`src/hw/rtl/aapr_pkg.sv`:
```
`timescale 1ns / 1ps
// shared constants, types and the cordic arctangent table
package aapr_pkg;

  localparam int MAG_W        = 32;
  localparam int NRM_MSB      = 30;
  localparam int SH_W         = 5;
  localparam int CS_W         = 34;
  localparam int MW           = 35;
  localparam int CORDIC_STEPS = 30;
  localparam int ISQ_STEPS    = 32;
  localparam int DIV_STEPS    = 31;
  localparam int Q_DEPTH      = 4;
  localparam int Q_PTR_W      = 2;
  localparam int Q_CNT_W      = 3;

  localparam logic signed [CS_W-1:0] CORDIC_X0 = CS_W'(652032874);
  localparam logic signed [CS_W-1:0] ONE_Q30   = CS_W'(2**30);

  typedef struct packed {
    logic empty;
    logic full_soon;
  } aapr_qstat_t;

  // arctangent of 2^-i in units of 2^-32 turn
  function automatic logic [31:0] atan_entry(input logic [4:0] idx);
    logic [31:0] v;
    unique case (idx)
      5'd0:  v = 32'h20000000;
      5'd1:  v = 32'h12E4051E;
      5'd2:  v = 32'h09FB385B;
      5'd3:  v = 32'h051111D4;
      5'd4:  v = 32'h028B0D43;
      5'd5:  v = 32'h0145D7E1;
      5'd6:  v = 32'h00A2F61E;
      5'd7:  v = 32'h00517C55;
      5'd8:  v = 32'h0028BE53;
      5'd9:  v = 32'h00145F2F;
      5'd10: v = 32'h000A2F98;
      5'd11: v = 32'h000517CC;
      5'd12: v = 32'h00028BE6;
      5'd13: v = 32'h000145F3;
      5'd14: v = 32'h0000A2FA;
      5'd15: v = 32'h0000517D;
      5'd16: v = 32'h000028BE;
      5'd17: v = 32'h0000145F;
      5'd18: v = 32'h00000A30;
      5'd19: v = 32'h00000518;
      5'd20: v = 32'h0000028C;
      5'd21: v = 32'h00000146;
      5'd22: v = 32'h000000A3;
      5'd23: v = 32'h00000051;
      5'd24: v = 32'h00000029;
      5'd25: v = 32'h00000014;
      5'd26: v = 32'h0000000A;
      5'd27: v = 32'h00000005;
      5'd28: v = 32'h00000003;
      5'd29: v = 32'h00000001;
      default: v = '0;
    endcase
    return v;
  endfunction

endpackage

```
`src/hw/rtl/aapr_queue.sv`:
```
`timescale 1ns / 1ps
// short item queue between front end and back end, registered read
module aapr_queue import aapr_pkg::*; #(
  parameter int ITEM_W = 8
) (
  input  logic              clk,
  input  logic              rst_n,
  input  logic              push,
  input  logic [ITEM_W-1:0] push_data,
  output logic              pop_valid,
  output logic [ITEM_W-1:0] pop_data,
  output aapr_qstat_t       stat
);

  logic [ITEM_W-1:0]  mem [Q_DEPTH];
  logic [Q_PTR_W-1:0] wr_ptr_r, wr_ptr_nxt;
  logic [Q_PTR_W-1:0] rd_ptr_r, rd_ptr_nxt;
  logic [Q_CNT_W-1:0] count_r, count_nxt;
  logic               pop_valid_r;
  logic [ITEM_W-1:0]  pop_data_r;
  logic               pop;

  // the back end never stalls, so anything stored leaves at once
  assign pop = (count_r != '0);

  always_comb begin
    wr_ptr_nxt = push ? wr_ptr_r + 1'b1 : wr_ptr_r;
    rd_ptr_nxt = pop ? rd_ptr_r + 1'b1 : rd_ptr_r;
    count_nxt  = count_r + Q_CNT_W'(push) - Q_CNT_W'(pop);
  end

  always_ff @(posedge clk) begin
    if (!rst_n) begin
      wr_ptr_r    <= '0;
      rd_ptr_r    <= '0;
      count_r     <= '0;
      pop_valid_r <= 1'b0;
    end else begin
      wr_ptr_r    <= wr_ptr_nxt;
      rd_ptr_r    <= rd_ptr_nxt;
      count_r     <= count_nxt;
      pop_valid_r <= pop;
    end
  end

  always_ff @(posedge clk) begin
    if (push) begin
      mem[wr_ptr_r] <= push_data;
    end
    if (pop) begin
      pop_data_r <= mem[rd_ptr_r];
    end
  end

  assign pop_valid      = pop_valid_r;
  assign pop_data       = pop_data_r;
  assign stat.empty     = (count_r == '0);
  assign stat.full_soon = (count_r >= Q_CNT_W'(Q_DEPTH - 1));

endmodule

```
`config.mk`:
```
export PLATFORM = sky130hd
export DESIGN_NAME = aapr_queue
export DESIGN_NICKNAME = d
export VERILOG_FILES = /design/src/hw/rtl/aapr_pkg.sv /design/src/hw/rtl/aapr_queue.sv
export SDC_FILE = /design/constraint.sdc
export NUM_CORES = 1
export LEC_CHECK = 0
export BUFFER_PORTS_ARGS = -buffer_cell sky130_fd_sc_hd__clkbuf_2
export CAP_MARGIN = 10
export CORE_MARGIN = 8
export CORE_UTILIZATION = 50
export DETAILED_ROUTE_END_ITERATION = 6
export PLACE_DENSITY = 0.73
export SETUP_SLACK_MARGIN = 0.15
export SLEW_MARGIN = 25
export SYNTH_ARGS = -nofsm -noshare
export SYNTH_HDL_FRONTEND = slang
export SYNTH_SLANG_ARGS = --single-unit
```
`constraint.sdc`:
```
create_clock -name clk -period 1.9 [get_ports clk]
set_input_delay 0.38 -clock clk [delete_from_list [all_inputs] [get_ports clk]]
set_output_delay 0.38 -clock clk [all_outputs]
set_load 0.01 [all_outputs]
```
==> results.yml <==
outcome:
  status: "finished, final reports clean"
synthesis:
  syn_nets: 115
  post-synth-top-area-cell: "edfxtp_1"
  synth.avg_cell_area_um2: 19.3
  yosysWarnings: 0
  ys_types: 19
  synth_area_mm2: 0.00185
  synthCells: 96
  yosys.area.top_type_share_pct: 65.0
  ys_ff_latch: 48
  ys_seq_area_share_pct: 73.6
  synth_area_leaders: "edfxtp_1 (65%), mux4_2 (9.7%), dfxtp_1 (8.7%)"
setup_path:
  cp.arrival_ps: 2050
  rrSetupSlack_ps: 40
  end_kind: "register"
  critPathLaunchType: "register"
  path_class: "reg2reg"
  cp_num_buf_inv: 1
  crit_required_ps: 2090
  critPathSlowestCell: "or3_4"
  critical_path.top_delay_family: "adder cells"
  max_stage_delay_ps: 400
  crit_top_cell: "ha_4"
  crit_fanout: 2
  path_cells: "or3_4, ha_4, inv_2, ha_4, fa_2, xor2_1, and2_1"
cts:
  insertion_delay_ps: 290
  post_cts_buffers: 0
  clk_pin_slew_worst_paths_ps: 80
  ctsHoldBuffers: 0
  clockBufferDepth: 2
  ctsRootBufferMaster: "clkbuf_8"
  cts_num_sinks: 48
  cts_tree: "done"
  numCtsBuffers: 5
  cts_max_level: 2
sta:
  drv_slew: 0
  hold_viol: 0
  tightest_slew_ps: 462
  fmax_mhz: 538
  relSlewSlack_pct: 69.2
  worst_clock_skew_ps: 3.57
  post-route-period-util_pct: 97.9
  finalSetupViolCount: 0
  rsz0062_at_grt: "true"
  fin_crit_ps: 1860
floorplan:
  core_area_mm2: 0.00361
  die-area_mm2: 0.00590
  die_w_um: 76.8
  initial_core_util_pct: 51.3
  dieHeight_um: 76.8
  io_pins: 22
  core.rowCount: 22
global_routing:
  antenna_found_initial: 0
  grt_overflow_total: 0
  grt_use_total_pct: 10.5
  grt_pass1_vias: 1004
  grt_first_pass_wirelength_mm: 4.74
  grt_max_degree: 16
place:
  post_dp_cell_area_mm2: 0.00207
  dp_hpwl_mm: 2.01
  place_congestion: 0.724
  dpl.cell_count: 169
  portBuffers: 21
power:
  peakVddDrop_mv: 0.685
  leakage_uw: 0.000811
  power.density_mw_per_mm2: 1430
final_layout:
  fin_nets: 147
  postLayoutCellArea_mm2: 0.00219
  instances_no_fill: 177
  layout-drive-gt1-share_pct: 39.5
  antenna_cells: 0
  syn_to_final_growth_pct: 18.3
  utilization_pct: 60.7
  fill_cells: 280
hold_path:
  hp-class: "in2reg"
drt:
  via_per_inst: 5.13
  first_pass_iters: 4
  vias: 908
  drc: 0
  routed_wl_mm: 2.81
  ant_nets: 0
  routedWlPerCell_um: 15.9
  drtIter0Drc: 54
run:
  maxCapViolCount: 0
-- area by class of cell --
cell class / count / area [um^2] / area share [%]
clock buffer: 5 / 68.8 / 3.15
inverter: 8 / 30.0 / 1.37
sequential: 48 / 1360 / 62.4
multi-input combinational: 38 / 472 / 21.6
timing repair buffer: 27 / 150 / 6.86
clock inverter: 3 / 42.5 / 1.95
tap: 48 / 60.1 / 2.75
-- worst reg2reg max path, stage by stage, from the launching register on --
cell and delay (ps):
dfxtp_2 320, or3_4 400, ha_4 270, inv_2 40, ha_4 150, fa_2 330
xor2_1 140, and2_1 130
-- synth_stat cells --
master    number
o31a_2         1
nand2b_1       1
xor2_1         2
fa_1           1
o21ai_0        1
or3_4          1
buf_6          1
edfxtp_1      40
ha_1           7
and2_1         9
nor4_1         1
clkbuf_2       1
inv_1          8
nor3b_1        1
mux4_2         8
mux2i_1        2
dfxtp_1        8
nand2_1        2
nor2b_1        1
-- sequential cells by signal, summed over array words and instances (netlist names) --
name and flops:
count_r 3, rd_ptr_r 2, pop_valid 1, pop_data 8
wr_ptr_r 2, mem 32
-- path summary, 6_finish.rpt --
path | to | depth (start not counted) | startpoint
max reg2reg | count_r[2] | 7 | count_r[1]
min reg2reg | wr_ptr_r[1] | 2 | wr_ptr_r[1]
max | count_r[2] | 7 | count_r[1]
min | mem[2][0] | 1 | push_data[0]
-- per-layer routing --
metal,GRT usage [%],share of wire [%]
met1,10.4,39
met2,18.3,53
met3,4.55,6.2
met4,5.38,1.7
met5,0,0
-- metrics by stage --
step | power (uW) | setup slack [ps] | hold slack, ps | setup TNS [ps]
2_1_floorplan | 2100 | -36.5 | 479 | -36.5
3_3_place_gp | 2390 | 45.6 | 540 | 0
3_5_place_dp | 2440 | 7.76 | 599 | 0
4_1_cts | 3150 | 27.0 | 293 | 0
5_1_grt | 3320 | -28.7 | 285 | -28.7
6_report | 3120 | 39.6 | 299 | 0
-- kinds of logic after synthesis --
| logic type | after synthesis | synth area share [%] |
|---|---|---|
| DFF | 48 | 73.6 |
| and+or+nand+nor | 16 | 5.48 |
| buffers and inverters | 10 | 2.50 |
| muxes | 10 | 10.8 |
| adders and majority gates | 8 | 5.82 |
| AOI/OAI and AO/OA | 2 | 0.812 |
| xor gates and xnor gates | 2 | 0.947 |
-- where the power goes --
part	total [uW]	switching [uW]	internal [uW]
logic	941	446	495
clock network	712	322	390
registers	1470	88.5	1380
-- repair_timing --
| action | CTS | global route |
|---|---|---|
| gates resized for setup | 1 | 2 |
| endpoints found under the setup margin | 3 | 4 |
| hold endpoints to repair | 0 | 0 |
| pin swaps | 3 | 0 |
-- layout by cell type (no fill, tap or decap), drive strengths merged --
cell type   n
buf         6
ha          7
dfxtp       8
clkbuf     26
mux2i       2
nor4        1
o31a        1
xor2        2
nand2b      1
fa          1
or3         1
nor2b       1
nor3b       1
mux4        8
bufinv      1
inv         8
and2        9
nand2       2
o21ai       1
clkinv      2
edfxtp     40
Note: power is estimated with default switching activity, not from simulation.
