[src/hw/rtl/aapr_pkg.sv]
`timescale 1ns / 1ps
// shared constants, types and the cordic arctangent table
package aapr_pkg;

  localparam int MAG_W        = 32;
  localparam int NRM_MSB      = 30;
  localparam int SH_W         = 5;
  localparam int CS_W         = 34;
  localparam int MW           = 35;
  localparam int CORDIC_STEPS = 30;
  localparam int ISQ_STEPS    = 32;
  localparam int DIV_STEPS    = 31;
  localparam int Q_DEPTH      = 4;
  localparam int Q_PTR_W      = 2;
  localparam int Q_CNT_W      = 3;

  localparam logic signed [CS_W-1:0] CORDIC_X0 = CS_W'(652032874);
  localparam logic signed [CS_W-1:0] ONE_Q30   = CS_W'(2**30);

  typedef struct packed {
    logic empty;
    logic full_soon;
  } aapr_qstat_t;

  // arctangent of 2^-i in units of 2^-32 turn
  function automatic logic [31:0] atan_entry(input logic [4:0] idx);
    logic [31:0] v;
    unique case (idx)
      5'd0:  v = 32'h20000000;
      5'd1:  v = 32'h12E4051E;
      5'd2:  v = 32'h09FB385B;
      5'd3:  v = 32'h051111D4;
      5'd4:  v = 32'h028B0D43;
      5'd5:  v = 32'h0145D7E1;
      5'd6:  v = 32'h00A2F61E;
      5'd7:  v = 32'h00517C55;
      5'd8:  v = 32'h0028BE53;
      5'd9:  v = 32'h00145F2F;
      5'd10: v = 32'h000A2F98;
      5'd11: v = 32'h000517CC;
      5'd12: v = 32'h00028BE6;
      5'd13: v = 32'h000145F3;
      5'd14: v = 32'h0000A2FA;
      5'd15: v = 32'h0000517D;
      5'd16: v = 32'h000028BE;
      5'd17: v = 32'h0000145F;
      5'd18: v = 32'h00000A30;
      5'd19: v = 32'h00000518;
      5'd20: v = 32'h0000028C;
      5'd21: v = 32'h00000146;
      5'd22: v = 32'h000000A3;
      5'd23: v = 32'h00000051;
      5'd24: v = 32'h00000029;
      5'd25: v = 32'h00000014;
      5'd26: v = 32'h0000000A;
      5'd27: v = 32'h00000005;
      5'd28: v = 32'h00000003;
      5'd29: v = 32'h00000001;
      default: v = '0;
    endcase
    return v;
  endfunction

endpackage

[src/hw/rtl/aapr_front.sv]
`timescale 1ns / 1ps
// front end: takes items, flags a zero axis and normalizes axis magnitudes
module aapr_front import aapr_pkg::*; #(
  parameter int COORD_WIDTH = 32,
  parameter int AXIS_WIDTH  = 16,
  parameter int ANGLE_WIDTH = 16,
  parameter int ITEM_W      = 3*32 + 3*32 + 4 + 16
) (
  input  logic                          clk,
  input  logic                          rst_n,
  input  logic                          start,
  input  logic                          busy,
  input  logic signed [COORD_WIDTH-1:0] in_point_x,
  input  logic signed [COORD_WIDTH-1:0] in_point_y,
  input  logic signed [COORD_WIDTH-1:0] in_point_z,
  input  logic signed [AXIS_WIDTH-1:0]  in_axis_x,
  input  logic signed [AXIS_WIDTH-1:0]  in_axis_y,
  input  logic signed [AXIS_WIDTH-1:0]  in_axis_z,
  input  logic [ANGLE_WIDTH-1:0]        in_turn_angle,
  output logic                          item_valid,
  output logic [ITEM_W-1:0]             item
);

  logic [AXIS_WIDTH-1:0] ax [3];
  logic [MAG_W-1:0]      mag [3];
  logic [MAG_W-1:0]      magn [3];
  logic [2:0]            neg;
  logic [MAG_W-1:0]      mx;
  logic [SH_W-1:0]       msb;
  logic [SH_W-1:0]       sh;
  logic                  zero;
  logic                  item_valid_r;
  logic [ITEM_W-1:0]     item_r;

  always_comb begin
    ax[0] = in_axis_x;
    ax[1] = in_axis_y;
    ax[2] = in_axis_z;
    for (int i = 0; i < 3; i++) begin
      neg[i] = ax[i][AXIS_WIDTH-1];
      mag[i] = neg[i] ? MAG_W'(AXIS_WIDTH'(~ax[i] + 1'b1)) : MAG_W'(ax[i]);
    end
    mx = (mag[0] > mag[1]) ? mag[0] : mag[1];
    if (mag[2] > mx) begin
      mx = mag[2];
    end
    msb = '0;
    for (int b = 0; b < MAG_W; b++) begin
      if (mx[b]) begin
        msb = SH_W'(b);
      end
    end
    // bring the largest magnitude up to bit 30
    sh   = (msb >= SH_W'(NRM_MSB)) ? '0 : SH_W'(NRM_MSB) - msb;
    zero = (mx == '0);
    for (int i = 0; i < 3; i++) begin
      magn[i] = mag[i] << sh;
    end
  end

  always_ff @(posedge clk) begin
    if (!rst_n) begin
      item_valid_r <= 1'b0;
    end else begin
      item_valid_r <= start && !busy;
    end
  end

  always_ff @(posedge clk) begin
    if (start && !busy) begin
      item_r <= {in_turn_angle, zero, neg, magn[2], magn[1], magn[0],
                 in_point_z, in_point_y, in_point_x};
    end
  end

  assign item_valid = item_valid_r;
  assign item       = item_r;

endmodule

[config.mk]
export PLATFORM = sky130hd
export DESIGN_NAME = aapr_front
export DESIGN_NICKNAME = d
export VERILOG_FILES = /design/src/hw/rtl/aapr_pkg.sv /design/src/hw/rtl/aapr_front.sv
export SDC_FILE = /design/constraint.sdc
export NUM_CORES = 1
export LEC_CHECK = 0
export BUFFER_PORTS_ARGS = -buffer_cell sky130_fd_sc_hd__clkbuf_2
export CAP_MARGIN = 20
export CORE_MARGIN = 2
export CORE_UTILIZATION = 53
export CTS_BUF_LIST = sky130_fd_sc_hd__clkbuf_4 sky130_fd_sc_hd__clkbuf_8
export DETAILED_ROUTE_END_ITERATION = 8
export PLACE_DENSITY = 0.82
export SLEW_MARGIN = 20
export SYNTH_ARGS = -nofsm -noshare
export SYNTH_HDL_FRONTEND = slang
export SYNTH_SLANG_ARGS = --single-unit
[constraint.sdc]
create_clock -name clk -period 14.9 [get_ports clk]
set_clock_uncertainty 0.1 [all_clocks]
set_input_delay 2.98 -clock clk [delete_from_list [all_inputs] [get_ports clk]]
set_output_delay 2.98 -clock clk [all_outputs]
set_load 0.02 [all_outputs]
==> impl_metrics.env, run 1 <==
export IMPL_drt_wirelength_per_cell_um=25.06
export IMPL_rsz_0062_raised_after_global_routing="no"
export IMPL_gp_congestion=1.020
export IMPL_finalWirelength_mm=43.03
export IMPL_post_route_min_period_ns=12.53
export IMPL_synth_avg_cell_area_um2=11.86
export IMPL_power_ir_vdd_worst_v=0.0001946
export IMPL_grt_pass1_vias=10188
export IMPL_synth_cell_area_um2=12010
export IMPL_synth_edff_count=212
export IMPL_critPathKind="in -> reg"
export IMPL_most_frequent_cell_after_synthesis="sky130_fd_sc_hd__edfxtp_1"
export IMPL_cts_hold_repair_buffers=0
export IMPL_antenna_diode_count=0
export IMPL_synthDominantCellAreaShare=0.5299
export IMPL_power_per_cell_area_nw_per_um2=232.0
export IMPL_worst_ep_required_time_ns=15.03
export IMPL_global_route_usage_total=0.3464
export IMPL_achievable_frequency_ghz=0.07982
export IMPL_met2_wirelength_mm=19.61
export IMPL_origin_of_the_worst_min_delay_path="in_point_y[14]"
export IMPL_crit_path_max_fanout=28
export IMPL_worst_slew_margin_rel=0.2529
export IMPL_fin_util=0.6652
export IMPL_n_fill_cell=1769
export IMPL_setup_tns_ns=0
export IMPL_ys_top_cells_by_area="sky130_fd_sc_hd__edfxtp_1, sky130_fd_sc_hd__mux2i_1, sky130_fd_sc_hd__ha_1"
export IMPL_run_status="finished with violations"
export IMPL_numClockSinks=213
export IMPL_std_cell_rows=55
export IMPL_report_final_hold_viol_count=0
export IMPL_failed_checks="design-rule violations"
export IMPL_cts_setup_buffers=0
export IMPL_die_x_um=154.6
export IMPL_dp_cells=1654
export IMPL_cts_tree="done"
export IMPL_gate_count_of_the_mapped_netlist=1013
export IMPL_drive_above_1_share=0.3596
export IMPL_ys_warn_count=0
export IMPL_floorplan_die_area_um2=23890
export IMPL_global_route_wire_length_before_repair_mm=62.32
export IMPL_top_layer="met5"
export IMPL_postRouteAntennaNets=0
export IMPL_data_arrival_time_at_the_worst_slack_endpoint_ns=12.66
export IMPL_report_final_setup_viol=0
export IMPL_asyncSetResetFlopFracSynth=0
export IMPL_design_final_nets=1606
export IMPL_cts_root_to_sink_buffers=3
export IMPL_dieHeight_um=154.6
export IMPL_met1Wirelength_mm=15.98
export IMPL_synth_commonest_cells="sky130_fd_sc_hd__edfxtp_1, sky130_fd_sc_hd__nand2_1, sky130_fd_sc_hd__nor2_1"
export IMPL_critical_path_startpoint="in_axis_x[3]"
export IMPL_antenna_found_initial=3
export IMPL_worst_setup_path_end_kind="register"
export IMPL_worst_slew_pin_slew_ns=1.121
export IMPL_route_vias_total=10717
export IMPL_area_growth_syn_to_layout_pct=24.23
export IMPL_design_core_area_um2=22430
export IMPL_ys_flop_type="sky130_fd_sc_hd__edfxtp_1"
export IMPL_min_delay_path_class="in -> reg"
export IMPL_cts_root_buffer="sky130_fd_sc_hd__clkbuf_8"
export IMPL_cts_inserted_buffers=36
export IMPL_dpl_instance_area_um2=14220
export IMPL_design_portCount=377
export IMPL_detail_route_vias_per_cell=6.242
export IMPL_start_util=0.5355
export IMPL_drtIter0Drc=1526
export IMPL_maxCapViolCount=0
export IMPL_layout_worst_path_cycle_share=0.8408
export IMPL_finalNonFillerCells=1717
export IMPL_clk_pin_slew_ns=0.06
export IMPL_ys_seq_elements=213
export IMPL_stdcell_area_um2=14920
export IMPL_max_stage_delay_ns=0.77
export IMPL_count_of_buffers_inserted_at_the_top_level_ports=376
export IMPL_drtPass1Iterations=9
export IMPL_sort_of_element_at_the_start_of_the_critical_path="input pin"
export IMPL_timing_critical_path_slowest_stage_cell="sky130_fd_sc_hd__a211o_1"
export IMPL_grt_overflow=0
export IMPL_h_tree_depth_reported_by_cts=2
export IMPL_detail_route_drc_violations=2
export IMPL_wl_met3_mm=5.665
export IMPL_cellLeakagePower_nw=6.239
export IMPL_synth_seq_area_share=0.5316
export IMPL_yosysTopAreaCell="sky130_fd_sc_hd__edfxtp_1"
export IMPL_cts_resized=0
export IMPL_netlist_cell_type_count=88
export IMPL_grt_max_degree=89
export IMPL_final_max_slew_viol_count=0
export IMPL_hpwlAfterDp_mm=32.86
-- layout make-up --
class                      count  area, um2  share of cell area
clock buffer                  51      608.1             0.04075
multi-input combinational    710       5263              0.3526
inverter                      52      195.2             0.01308
sequential                   213       6386              0.4279
clock inverter                12      97.59            0.006540
tap                          285      356.6             0.02390
timing repair buffer         394       2017              0.1352
-- kinds of logic after synthesis --
family,synth area share
adder cells (fa/ha/maj),0.03645
AND/OR/NAND/NOR,0.1092
other,0.0003122
AO/OA/AOI/OAI,0.1590
buffers and inverters,0.03562
multiplexers,0.1008
flip-flops,0.5316
XOR/XNOR,0.02698
-- metrics by stage --
| step | setup slack, ns | power, mW | hold WS, ns |
|---|---|---|---|
| floorplan | 1.601 | 2.322 | 2.979 |
| global placement | 2.396 | 2.859 | 3.056 |
| detailed placement | 2.083 | 2.881 | 3.059 |
| CTS | 2.580 | 3.402 | 2.501 |
| global route | 1.767 | 3.617 | 2.508 |
| finish | 2.372 | 3.463 | 2.513 |
-- layout by cell type, fill, tap and decap left out, drive strengths merged, types with 5 or more instances in the layout --
cell type	count
o2bb2ai	7
a32oi	7
and2	8
o31ai	12
a21o	7
inv	53
buf	18
o21ai	52
a221o	5
mux2i	58
nand3	21
o221ai	13
clkinv	8
a211o	8
and3	6
edfxtp	212
or3	11
nand2b	10
or2	5
nand2	83
o22ai	20
nand4	5
mux4	18
clkbuf	427
xnor2	11
nor2	71
nor4	7
o21a	5
a21oi	32
a22oi	6
nor3	24
nor2b	13
o211ai	26
o41ai	7
conb	12
ha	35
mux2	20
xor2	26
a211oi	13
-- worst max-delay path: cells and delay by family --
kind | cells | cell delay [ns]
AO/OA/AOI/OAI | 16 | 4.76
AND/OR/NAND/NOR | 7 | 2.36
adder cells (fa/ha/maj) | 3 | 0.95
multiplexers | 2 | 0.62
buffers and inverters | 4 | 0.58
XOR/XNOR | 1 | 0.41
-- layer usage --
layer	vias up	track usage
li1	4713	-
met1	5077	0.4506
met2	784	0.5327
met3	137	0.1213
met4	6	0.1429
met5	-	0
-- report_power, final --
group | total (mW) | switching (mW) | leakage (nW) | internal, mW
Clock | 0.517 | 0.233 | 0.369 | 0.283
Sequential | 0.919 | 0.0448 | 1.94 | 0.874
Combinational | 2.03 | 1.32 | 3.93 | 0.704
-- sequential cells by signal (all words and copies together) (netlist names) --
signal and count:
item_valid 1, item 212
-- worst paths after layout --
| path | cells after the start | end |
|---|---|---|
| setup / recovery | 33 | item[109] |
| hold / removal | 1 | item[46] |
Note: power is estimated with default switching activity, not from simulation.
==> run 2: changes to the inputs <==
--- a/config.mk
+++ b/config.mk
@@ -5,13 +5,14 @@
 export SDC_FILE = /design/constraint.sdc
 export NUM_CORES = 1
 export LEC_CHECK = 0
+export ABC_AREA = 1
 export BUFFER_PORTS_ARGS = -buffer_cell sky130_fd_sc_hd__clkbuf_2
 export CAP_MARGIN = 20
 export CORE_MARGIN = 2
-export CORE_UTILIZATION = 53
+export CORE_UTILIZATION = 54
 export CTS_BUF_LIST = sky130_fd_sc_hd__clkbuf_4 sky130_fd_sc_hd__clkbuf_8
 export DETAILED_ROUTE_END_ITERATION = 8
-export PLACE_DENSITY = 0.82
+export PLACE_DENSITY = 0.84
 export SLEW_MARGIN = 20
 export SYNTH_ARGS = -nofsm -noshare
 export SYNTH_HDL_FRONTEND = slang
==> constraint.sdc (replaced) <==
create_clock -name clk -period 11.8 [get_ports clk]
set_clock_uncertainty 0.1 [all_clocks]
set_input_delay 2.36 -clock clk [delete_from_list [all_inputs] [get_ports clk]]
set_output_delay 2.36 -clock clk [all_outputs]
set_load 0.02 [all_outputs]
==> impl_metrics.env, run 2 <==
export IMPL_run_status="finished clean"
export IMPL_ys_seq_elements=213
export IMPL_postRouteAntennaNets=0
export IMPL_data_arrival_time_at_the_worst_slack_endpoint_ns=10.10
export IMPL_worst_slew_margin_rel=0.3301
export IMPL_worst_slew_pin_slew_ns=1.005
export IMPL_cts_resized=0
export IMPL_route_vias_total=11698
export IMPL_post_route_min_period_ns=9.940
export IMPL_share_clk_of_total_power=0.147
export IMPL_intPower_mw=2.133
export IMPL_clk_pin_slew_ns=0.05
export IMPL_worst_ep_required_time_ns=11.96
export IMPL_design_portCount=377
export IMPL_globalRoute_busiestLayer="met2"
export IMPL_report_final_hold_viol_count=0
export IMPL_synthDominantCellAreaShare=0.5218
export IMPL_cts_setup_buffers=0
export IMPL_netlist_cell_type_count=43
export IMPL_setup_tns_ns=0
export IMPL_number_of_flip_flops_under_the_largest_register_name=212
export IMPL_final_max_slew_viol_count=0
export IMPL_antenna_diode_count=0
export IMPL_std_cell_rows=54
export IMPL_synth_cell_area_um2=12200
export IMPL_synth_seq_area_share=0.5235
export IMPL_gp_congestion=0.9910
export IMPL_ys_top_cells_by_area="sky130_fd_sc_hd__edfxtp_1, sky130_fd_sc_hd__nand3_1, sky130_fd_sc_hd__nand2_1"
export IMPL_start_util=0.5539
export IMPL_drtPass1Iterations=7
export IMPL_layout_worst_path_cycle_share=0.8423
export IMPL_multi_input_area_um2=5081
export IMPL_maxCapViolCount=0
export IMPL_detail_route_vias_per_cell=5.659
export IMPL_drt_wirelength_per_cell_um=20.00
export IMPL_yosysTopAreaCell="sky130_fd_sc_hd__edfxtp_1"
export IMPL_design_core_area_um2=22030
export IMPL_floorplan_die_area_um2=23810
export IMPL_cts_hold_repair_buffers=0
export IMPL_power_per_cell_area_nw_per_um2=287.6
export IMPL_power_switching_mw=2.150
export IMPL_critical_path_s_most_frequent_cell="sky130_fd_sc_hd__nand2_1"
export IMPL_ys_warn_count=0
export IMPL_critical_path_startpoint="in_axis_y[0]"
export IMPL_area_growth_syn_to_layout_pct=22.05
export IMPL_synth_edff_count=212
export IMPL_h_tree_depth_reported_by_cts=2
export IMPL_asyncSetResetFlopFracSynth=0
export IMPL_global_route_wire_length_before_repair_mm=61.25
export IMPL_critPathKind="in -> reg"
export IMPL_drtIter0Drc=1386
export IMPL_n_fill_cell=1882
export IMPL_cts_inserted_buffers=36
export IMPL_most_frequent_cell_after_synthesis="sky130_fd_sc_hd__nand2_1"
export IMPL_grt_max_degree=180
export IMPL_combinationalPowerShare=0.590
export IMPL_count_of_buffers_inserted_at_the_top_level_ports=376
export IMPL_grt_overflow=0
export IMPL_layout_cells_most_common_list="sky130_fd_sc_hd__nand2_1, sky130_fd_sc_hd__clkbuf_2, sky130_fd_sc_hd__nand3_1"
export IMPL_stdcell_area_um2=14890
export IMPL_dp_cells=2006
export IMPL_die_x_um=154.3
export IMPL_numClockSinks=213
export IMPL_hpwlAfterDp_mm=31.56
export IMPL_layout_area_seq_um2=6386
export IMPL_mostFrequentLayoutCell="sky130_fd_sc_hd__nand2_1"
export IMPL_antenna_found_initial=1
export IMPL_crit_path_max_fanout=38
export IMPL_report_final_setup_viol=0
export IMPL_synth_avg_cell_area_um2=8.795
export IMPL_achievable_frequency_ghz=0.1006
export IMPL_design_final_nets=1963
export IMPL_ys_flop_type="sky130_fd_sc_hd__edfxtp_1"
export IMPL_cts_root_buffer="sky130_fd_sc_hd__clkbuf_8"
export IMPL_cellLeakagePower_nw=6.962
export IMPL_min_delay_path_class="in -> reg"
export IMPL_cts_tree="done"
export IMPL_dpl_instance_area_um2=14220
export IMPL_detail_route_drc_violations=0
export IMPL_finalNonFillerCells=2067
export IMPL_grt_pass1_vias=10640
export IMPL_cts_root_to_sink_buffers=3
export IMPL_rsz_0062_raised_after_global_routing="no"
export IMPL_sort_of_element_at_the_start_of_the_critical_path="input pin"
export IMPL_max_stage_delay_ns=0.52
export IMPL_gr_usage_met3=0.09807
export IMPL_dieHeight_um=154.3
export IMPL_origin_of_the_worst_min_delay_path="in_turn_angle[4]"
export IMPL_synth_commonest_cells="sky130_fd_sc_hd__nand2_1, sky130_fd_sc_hd__nand3_1, sky130_fd_sc_hd__edfxtp_1"
export IMPL_seq_power_share=0.263
export IMPL_global_route_usage_total=0.3368
export IMPL_gate_count_of_the_mapped_netlist=1387
export IMPL_groute_layer_met2_usage=0.5116
export IMPL_worst_setup_path_end_kind="register"
export IMPL_power_switching_share=0.5020
export IMPL_use_met1=0.4678
export IMPL_timing_critical_path_slowest_stage_cell="sky130_fd_sc_hd__inv_1"
export IMPL_finalWirelength_mm=41.34
export IMPL_power_ir_vdd_worst_v=0.0002472
export IMPL_drive_above_1_share=0.2714
==> run 2: cell type report <==
type / instances / share of cell area
clock buffer: 46 / 0.03832
clock inverter: 15 / 0.006639
inverter: 92 / 0.02319
multi-input combinational: 1026 / 0.3413
sequential: 213 / 0.4289
tap: 280 / 0.02353
timing repair buffer: 395 / 0.1382
==> run 2: critical path, delay by kind of cell <==
| kind | cells | cell delay, ns |
|---|---|---|
| and+or+nand+nor | 36 | 3.82 |
| buffers and inverters | 9 | 1.65 |
| AOI/OAI and AO/OA | 5 | 1.02 |
| adders and majority gates | 4 | 0.93 |
| xor gates and xnor gates | 1 | 0.27 |
==> run 2: routing by layer <==
layer / up-vias / part of all wire
met5: - / 0.00036
met4: 2 / 0.033
met3: 92 / 0.12
met2: 734 / 0.44
met1: 5373 / 0.40
li1: 5497 / -
==> run 2: cell families after synthesis <==
| kind of cell | share of synthesized area |
|---|---|
| compound gates | 0.03744 |
| xor+xnor | 0.02790 |
| fa+ha+maj | 0.03590 |
| buf+inv | 0.06523 |
| flops | 0.5235 |
| other cells | 0.0003074 |
| simple gates | 0.3097 |
==> run 2: power groups by stage <==
| stage | logic, mW | clock network, mW | registers, mW |
|---|---|---|---|
| 2_1_floorplan | 1.70 | 0 | 1.30 |
| 4_1_cts | 2.46 | 0.640 | 1.13 |
| 3_3_place_gp | 2.41 | 0 | 1.14 |
| 3_5_place_dp | 2.45 | 0 | 1.14 |
| 6_report | 2.53 | 0.631 | 1.12 |
| 5_1_grt | 2.78 | 0.676 | 1.13 |
==> run 2: final timing paths <==
| kind | endpoint | cells after the start |
|---|---|---|
| worst max-delay path | item[123] | 55 |
| worst min-delay path | item[200] | 1 |
==> run 2: per-stage QoR <==
step,hold WS (ns),setup WS [ns],power (mW),util
3_5_place_dp,2.439,1.575,3.590,0.6456
2_1_floorplan,2.336,2.716,2.999,-
3_3_place_gp,2.437,1.565,3.550,0.6449
6_report,1.912,1.860,4.282,0.6760
4_1_cts,1.891,2.056,4.231,0.6760
5_1_grt,1.893,0.9643,4.594,0.6760
